<file path="src/sv/spb_pkg.sv">
// Shared types, constants and constant tables for the surplus-production step.
// No dependencies; every other file imports this package.
`timescale 1ns / 1ps
`default_nettype none
package spb_pkg;

    localparam int FRAC_BITS    = 16;
    localparam int BIOMASS_BITS = 40;
    localparam int RATE_W       = FRAC_BITS + 2;
    localparam int SHAPE_W      = FRAC_BITS + 4;
    localparam int KIND_W       = 2;
    localparam int CFG_IDX_W    = 3;
    localparam int POS_W        = $clog2(BIOMASS_BITS);
    localparam int LOG_FRAC     = 24;
    localparam int LOG_W        = POS_W + LOG_FRAC;
    localparam int CNT_W        = $clog2(LOG_FRAC);
    localparam int MANT_FRAC    = 30;
    localparam int MANT_W       = MANT_FRAC + 1;
    localparam int EXP_W        = LOG_FRAC + 5;
    localparam int MUL_W        = 64;
    localparam int CHUNK        = 16;
    localparam int MUL_STEPS    = MUL_W / CHUNK;
    localparam int DIV_W        = 96;
    localparam int FOX_SHIFT    = LOG_FRAC + 32 - FRAC_BITS;
    localparam logic [31:0] LN2_Q32   = 32'd2977044472;
    // capacity / 10^6 = (capacity >> 6) / 15625; the rounded-up reciprocal of
    // 15625 scaled by 2^48 is exact for every 34-bit dividend
    localparam int FLOOR_PRE_SHIFT = 6;
    localparam int FLOOR_SHIFT     = 48;
    localparam logic [MUL_W-1:0] FLOOR_RECIP =
        ((64'd1 << FLOOR_SHIFT) + 64'd15624) / 64'd15625;
    localparam logic [BIOMASS_BITS-1:0] FULL_SCALE = '1;
    localparam logic [MANT_W-1:0] ONE_Q30 = MANT_W'(1) << MANT_FRAC;

    typedef enum logic [CFG_IDX_W-1:0] {
        CFG_CAPACITY  = 3'd0,
        CFG_GROWTH    = 3'd1,
        CFG_DEPLETION = 3'd2,
        CFG_KIND      = 3'd3,
        CFG_SHAPE     = 3'd4
    } cfg_reg_t;

    typedef enum logic [KIND_W-1:0] {
        KIND_LOGISTIC = 2'd0,
        KIND_FOX      = 2'd1,
        KIND_PELLA    = 2'd2
    } kind_t;

    typedef enum logic [4:0] {
        S_IDLE,
        S_ERR_OUT,
        S_RELOAD,
        S_EMIT,
        S_FLOOR,
        S_CLAMP,
        S_LG_MUL1,
        S_LG_DIV,
        S_LG_MUL2,
        S_LOG_NORM,
        S_LOG_SQ,
        S_FOX_MUL1,
        S_FOX_MUL2,
        S_FOX_MUL3,
        S_PT_MUL_E,
        S_PT_EXP,
        S_PT_EXP_MUL,
        S_PT_SHIFT,
        S_PT_MUL1,
        S_PT_MUL2,
        S_PT_DIV,
        S_FINISH
    } state_t;

    // bit-by-bit integer square root, evaluated at elaboration only
    function automatic logic [63:0] isqrt_f(input logic [63:0] v);
        logic [63:0] x;
        logic [63:0] res;
        logic [63:0] bit_v;
        x     = v;
        res   = '0;
        bit_v = 64'h4000_0000_0000_0000;
        for (int i = 0; i < 32; i++)
        begin
            if (x >= res + bit_v)
            begin
                x   = x - (res + bit_v);
                res = (res >> 1) + bit_v;
            end
            else
            begin
                res = res >> 1;
            end
            bit_v = bit_v >> 2;
        end
        return res;
    endfunction

    // factors 2^(-2^-i) in Q.30, entry i-1 for i = 1..LOG_FRAC
    function automatic logic [LOG_FRAC-1:0][31:0] exp_tab_f();
        logic [LOG_FRAC-1:0][31:0] tab;
        logic [63:0] t;
        t = isqrt_f(64'd1 << 59);
        for (int i = 0; i < LOG_FRAC; i++)
        begin
            tab[i] = t[31:0];
            t = isqrt_f(t << 30);
        end
        return tab;
    endfunction

    localparam logic [LOG_FRAC-1:0][31:0] EXP_TAB = exp_tab_f();

endpackage
`default_nettype wire

</file>
<file path="src/sv/spb_mul.sv">
// Iterative 64x64 multiplier: one 64x16 partial product per cycle.
// Depends on spb_pkg.
`timescale 1ns / 1ps
`default_nettype none
module spb_mul
    import spb_pkg::*;
(
    input  wire logic                 clk,
    input  wire logic                 rst_n,
    input  wire logic                 start,
    input  wire logic [MUL_W-1:0]     a,
    input  wire logic [MUL_W-1:0]     b,
    output logic                      done,
    output logic [2*MUL_W-1:0]        product
);

    logic [MUL_W-1:0]             a_reg, a_next;
    logic [MUL_W-1:0]             b_reg, b_next;
    logic [2*MUL_W-1:0]           acc_reg, acc_next;
    logic [$clog2(MUL_STEPS)-1:0] cnt_reg, cnt_next;
    logic                         busy_reg, busy_next;
    logic                         done_reg, done_next;
    logic [MUL_W+CHUNK-1:0]       part;

    assign part = a_reg * b_reg[MUL_W-1 -: CHUNK];

    always_comb
    begin
        a_next    = a_reg;
        b_next    = b_reg;
        acc_next  = acc_reg;
        cnt_next  = cnt_reg;
        busy_next = busy_reg;
        done_next = 1'b0;
        if (start)
        begin
            a_next    = a;
            b_next    = b;
            acc_next  = '0;
            cnt_next  = '0;
            busy_next = 1'b1;
        end
        else if (busy_reg)
        begin
            // accumulate most significant chunk first
            acc_next = (acc_reg << CHUNK) + (2*MUL_W)'(part);
            b_next   = b_reg << CHUNK;
            cnt_next = cnt_reg + 1'b1;
            if (cnt_reg == ($clog2(MUL_STEPS))'(MUL_STEPS - 1))
            begin
                busy_next = 1'b0;
                done_next = 1'b1;
            end
        end
    end

    always_ff @(posedge clk or negedge rst_n)
    begin
        if (!rst_n)
        begin
            busy_reg <= 1'b0;
            done_reg <= 1'b0;
            cnt_reg  <= '0;
        end
        else
        begin
            busy_reg <= busy_next;
            done_reg <= done_next;
            cnt_reg  <= cnt_next;
        end
    end

    always_ff @(posedge clk)
    begin
        a_reg   <= a_next;
        b_reg   <= b_next;
        acc_reg <= acc_next;
    end

    assign done    = done_reg;
    assign product = acc_reg;

endmodule
`default_nettype wire

</file>
<file path="config.mk">
export PLATFORM = sky130hd
export DESIGN_NAME = spb_mul
export DESIGN_NICKNAME = d
export VERILOG_FILES = /design/src/sv/spb_pkg.sv /design/src/sv/spb_mul.sv
export SDC_FILE = /design/constraint.sdc
export NUM_CORES = 2
export LEC_CHECK = 0
export ABC_AREA = 1
export BUFFER_PORTS_ARGS = -buffer_cell sky130_fd_sc_hd__buf_2
export CORE_AREA = 2 2 338 340
export CTS_CLUSTER_DIAMETER = 50
export DETAILED_ROUTE_END_ITERATION = 6
export DIE_AREA = 0 0 340 342
export SLEW_MARGIN = 20
export SYNTH_ARGS = -nofsm -noshare
export SYNTH_HDL_FRONTEND = slang
export SYNTH_SLANG_ARGS = --single-unit
</file>
<file path="constraint.sdc">
create_clock -name clk -period 9.3 [get_ports clk]
set_input_delay 0.93 -clock clk [delete_from_list [all_inputs] [get_ports clk]]
set_output_delay 0.93 -clock clk [all_outputs]
set_load 0.01 [all_outputs]
</file>
# --- Word level (Yosys, flattened, before mapping) ---
# Cells that the tools add are included.
# W data, S select, Z words.
op_classes:
  addsub: 2
  reduce_logical: 1
  multipliers: 1
  n_eq_ne: 1
  muxes: 10
op_table:
  columns: ["operator", "count"]
  rows:
  - ["$add A128 B80 Y128", 1]
  - ["$mux W64", 2]
  - ["$mul A64 B16 Y80", 1]
  - ["$mux W1", 6]
  - ["$mux W2", 2]
  - ["$add A2 B1 Y2 const B", 1]
  - ["$eq A2 B2 Y1 const B", 1]
  - ["$reduce_bool A2 Y1", 1]
totals:
  wordCells: 21
  out_inout_bits: 129
  inputBits: 131
  regBits: 260

# --- Depth between registers and ports, before layout ---
depth:
  ltp_word: 4
  mapped_depth: 32
  mapped_depth_nobuf: 30

# --- Worst setup path before layout ---
# Ideal clock, no wire load.
synth_timing:
  path_kind: "register -> register"
  startpoint: "register b_reg[49]"
  endpoint: "register acc_reg[110], in the netlist product[110]"
  setup_slack_ns: 3.621
  arrival_ns: 5.570
  synth_period_minus_slack_ns: 5.679
  stages_incl_launch_ff: 30
  setup_ns: 0.109
  required_ns: 9.191
  path_buffers: 2
  cell_sequence: "edfxtp_1 -> clkbuf_1 -> clkbuf_1 -> nand2_1 -> fa_1 -> inv_1 -> fa_1 -> inv_1 -> fa_1 -> inv_1 -> fa_1 -> fa_1 -> inv_1 -> fa_1 -> inv_1 -> ha_1 -> nand2_1 -> inv_1 -> nand2_1 -> nor2_4 -> inv_2 -> nor2_2 -> inv_2 -> nor2_1 -> and2_1 -> nand2_1 -> nand3_1 -> nand3_1 -> nand2_1 -> inv_1"
synth_via:
  elab_chain_cells: 2
synth_rtl:
  columns: ["item", "line", "rtl"]
  rows:
  - ["from (decl)", "spb_mul.sv:18", "logic [MUL_W-1:0] b_reg, b_next;"]
  - ["from (signal assigned)", "spb_mul.sv:76", "b_reg <= b_next;"]
  - ["$mul A64 B16 Y80", "spb_mul.sv:25", "assign part = a_reg * b_reg[MUL_W-1 -: CHUNK];"]
  - ["$add A128 B80 Y128", "spb_mul.sv:46", "acc_next = (acc_reg << CHUNK) + (2*MUL_W)'(part);"]
  - ["to (signal assigned)", "spb_mul.sv:77", "acc_reg <= acc_next;"]
  - ["to (decl)", "spb_mul.sv:19", "logic [2*MUL_W-1:0] acc_reg, acc_next;"]
# No other way between the ends.
# A chain may end at the register's enable or synchronous reset.

# --- Final worst setup path ---
layout_timing:
  startpoint: "register b_reg[49]"
  endpoint: "register acc_reg[59], in the netlist product[59]"
# Same word-level chain as after synthesis.

==> impl_metrics.toml <==
[floorplanning]
core-area_um2 = 113000
start_util_pct = 44.5
std_cell_rows = 124
die_w_um = 340
die_area_um2 = 116000
pin_count = 260
die_h_um = 342

[synthesis]
synth_flop_cell = "edfxtp_1"
syn_inst = 7070
synth_enable_flop_cells = 128
ys_seq_elements = 260
async_flop_share_pct = 1.54
yosysWarnings = 0
synth.avg_cell_area_um2 = 7.11
syn_area_um2 = 50300
ys_seq_area_share_pct = 12.9
syn_nets = 8300
ys_types = 47

[critical_path]
cp_slowest_cell = "buf_4"
path_class = "reg -> reg"
r2r_start = "b_reg[49]$_DFFE_PP_"
cp.arrival_ns = 8.11
slowest_delay_ns = 0.60
r2r_end = "product[59]$_SDFFE_PP0P_"
critPathMaxFanout = 64
critPathTopFamily = "adder cells"
end_kind = "register"
crit_path_frequent_cell = "inv_1"
r2r_slack_ns = 1.71
crit_buf_inv = 8
reg2reg_depth = 25
critPathLaunchType = "register"
crit_required_ns = 9.83

[clocking]
cts_made_buffers = 53
cts.sinks = 260
postCtsSetupRepairBufs = 0
cts-htree-levels = 2
cts_hold_buf = 0
clockBufferDepth = 3
insertion_delay_ns = 0.67
clk_pin_slew_worst_paths_ns = 0.06
cts_tree = "done"
cts_root_buf = "clkbuf_16"
post_cts_resized = 0

[finish]
layout_common_cells = "nand2_1 (2326), inv_1 (2175), fa_1 (930)"
multi_input_area_um2 = 34400
register_area_um2 = 6510
area_growth_pct = 8.54
drive_above_1_share_pct = 7.83
fill_cells = 11600
nets = 8351
largest_reg_flops = 128
mostFrequentLayoutCell = "nand2_1"

[placed_design]
port_buffers = 259
gp_congestion = 1.05
dp_hpwl_um = 132000

[global_routing]
grt_pass1_vias = 43400
grt_max_degree = 98
grt_overflow = 0
grt_usage_pct = 28.6
grt_first_pass_wirelength_um = 255000
antenna_found_initial = 7

[detailed_routing]
routedWlPerCell_um = 18.8
drc_errors = 0
vias = 42600
drtIter0Drc = 3221
ant_nets = 0
vias_per_cell = 4.91
routed_wirelength_um = 163000
firstDrtPassIters = 6

[flow_run]
maxCapViolCount = 0

[timing]
timing.fmax_ghz = 0.132
hold_violations = 0
max_slew_margin_pct = 23.4
setup_tns_ns = 0
setup_viol = 0
drv_slew = 0
tightest_slew_ns = 1.15
fin_skew_ns = 0.0352
rsz0062_at_grt = "false"
finalCriticalPeriod_ns = 7.59
finalCritPeriodShare_pct = 81.6

[outcome]
outcome = "finished clean"

[hold_path]
hold_path_class = "in -> async"
-- worst reg2reg max path: stages (launching register included) --
cell and delay [ns]:
edfxtp_1 0.32, buf_4 0.60, nand2_1 0.34, fa_1 0.58, inv_1 0.06, fa_1 0.55, inv_1 0.06, fa_1 0.51
inv_1 0.06, fa_1 0.50, fa_1 0.50, inv_1 0.05, fa_1 0.51, inv_1 0.07, ha_1 0.37, nand2_2 0.16
inv_1 0.05, nand2_1 0.06, nand2_1 0.09, a21oi_1 0.55, nand2_1 0.42, a21oi_1 0.22, nand2_1 0.31, xor2_1 0.27
o21ai_0 0.20, inv_1 0.06
-- per-stage QoR --
| stage | cells | hold slack [ns] | utilization, % | worst slack, ns | area [µm²] |
|---|---|---|---|---|---|
| after detailed placement | 8578 | 0.497 | 46.6 | 2.01 | 52700 |
| after global placement | 8578 | 0.491 | 46.6 | 2.01 | 52700 |
| final | 8680 | 0.0933 | 48.2 | 1.71 | 54600 |
| after global routing | 8679 | 0.0727 | 48.2 | 1.45 | 54600 |
| after CTS | 8677 | 0.0580 | 48.2 | 1.96 | 54600 |
| after floorplan | 7070 | 0.475 | - | 3.62 | 50300 |
-- worst max-delay path by stage --
stage                        startpoint                         to  slack [ns]  depth (start not counted)
floorplan           b_reg[49]$_DFFE_PP_  product[110]$_SDFFE_PP0P_        3.62                         29
global placement    b_reg[50]$_DFFE_PP_  product[123]$_SDFFE_PP0P_        2.01                         25
detailed placement  b_reg[49]$_DFFE_PP_  product[123]$_SDFFE_PP0P_        2.01                         25
CTS                 b_reg[49]$_DFFE_PP_   product[59]$_SDFFE_PP0P_        1.96                         25
global route        b_reg[50]$_DFFE_PP_   product[59]$_SDFFE_PP0P_        1.45                         25
finish              b_reg[49]$_DFFE_PP_   product[59]$_SDFFE_PP0P_        1.71                         25
-- cell type report --
| type | instances | share of cell area [%] |
|---|---|---|
| Antenna cell | 3 | 0.0138 |
| Sequential cell | 260 | 11.9 |
| Timing Repair Buffer | 289 | 2.99 |
| Clock inverter | 34 | 0.770 |
| Multi-Input combinational cell | 4304 | 63.0 |
| Clock buffer | 65 | 2.64 |
| Inverter | 2213 | 15.2 |
| Tap cell | 1512 | 3.47 |
-- cell families after synthesis --
family | synth area share [%]
compound gates | 2.81
xor+xnor | 0.975
fa+ha+maj | 41.2
buf+inv | 18.8
flops | 12.9
simple gates | 23.3
-- cell usage after synthesis (2+ instances only) --
master / count / area share, %
edfxtp_1: 128 / 7.6
o32ai_1: 4 / 0.070
nand3b_1: 3 / 0.045
inv_2: 34 / 0.25
nand3_1: 144 / 1.4
nor3_2: 14 / 0.28
o21ai_1: 18 / 0.18
nor4_1: 5 / 0.062
nand2_1: 2328 / 17
inv_1: 2176 / 16
a21boi_0: 2 / 0.030
buf_2: 3 / 0.030
buf_1: 30 / 0.22
nor2_4: 15 / 0.34
xnor2_1: 10 / 0.17
o2bb2ai_1: 2 / 0.035
o22ai_1: 10 / 0.12
nor2_1: 198 / 1.5
ha_1: 169 / 4.2
clkbuf_1: 257 / 1.9
nand2_2: 45 / 0.56
nor2_2: 48 / 0.60
clkinv_1: 3 / 0.022
nand3_2: 14 / 0.28
fa_1: 930 / 37
o21a_1: 5 / 0.075
nor3_1: 32 / 0.32
nand4_1: 21 / 0.26
and2_1: 8 / 0.10
xor2_1: 46 / 0.80
o21ai_0: 143 / 1.4
dfxtp_1: 128 / 5.1
a21oi_1: 75 / 0.75
o21bai_1: 6 / 0.090
dfrtp_1: 4 / 0.20
-- routing by layer --
metal	GRT usage (%)	share of wire [%]	up-vias
li1	-	-	19800
met1	39.9	43	20900
met2	45.5	45	1623
met3	5.57	8.5	220
met4	7.73	2.8	2
met5	0	0.0043	-
Power is not shown: default switching activity piles up to over one toggle a cycle in this logic, so the estimate is an artifact.
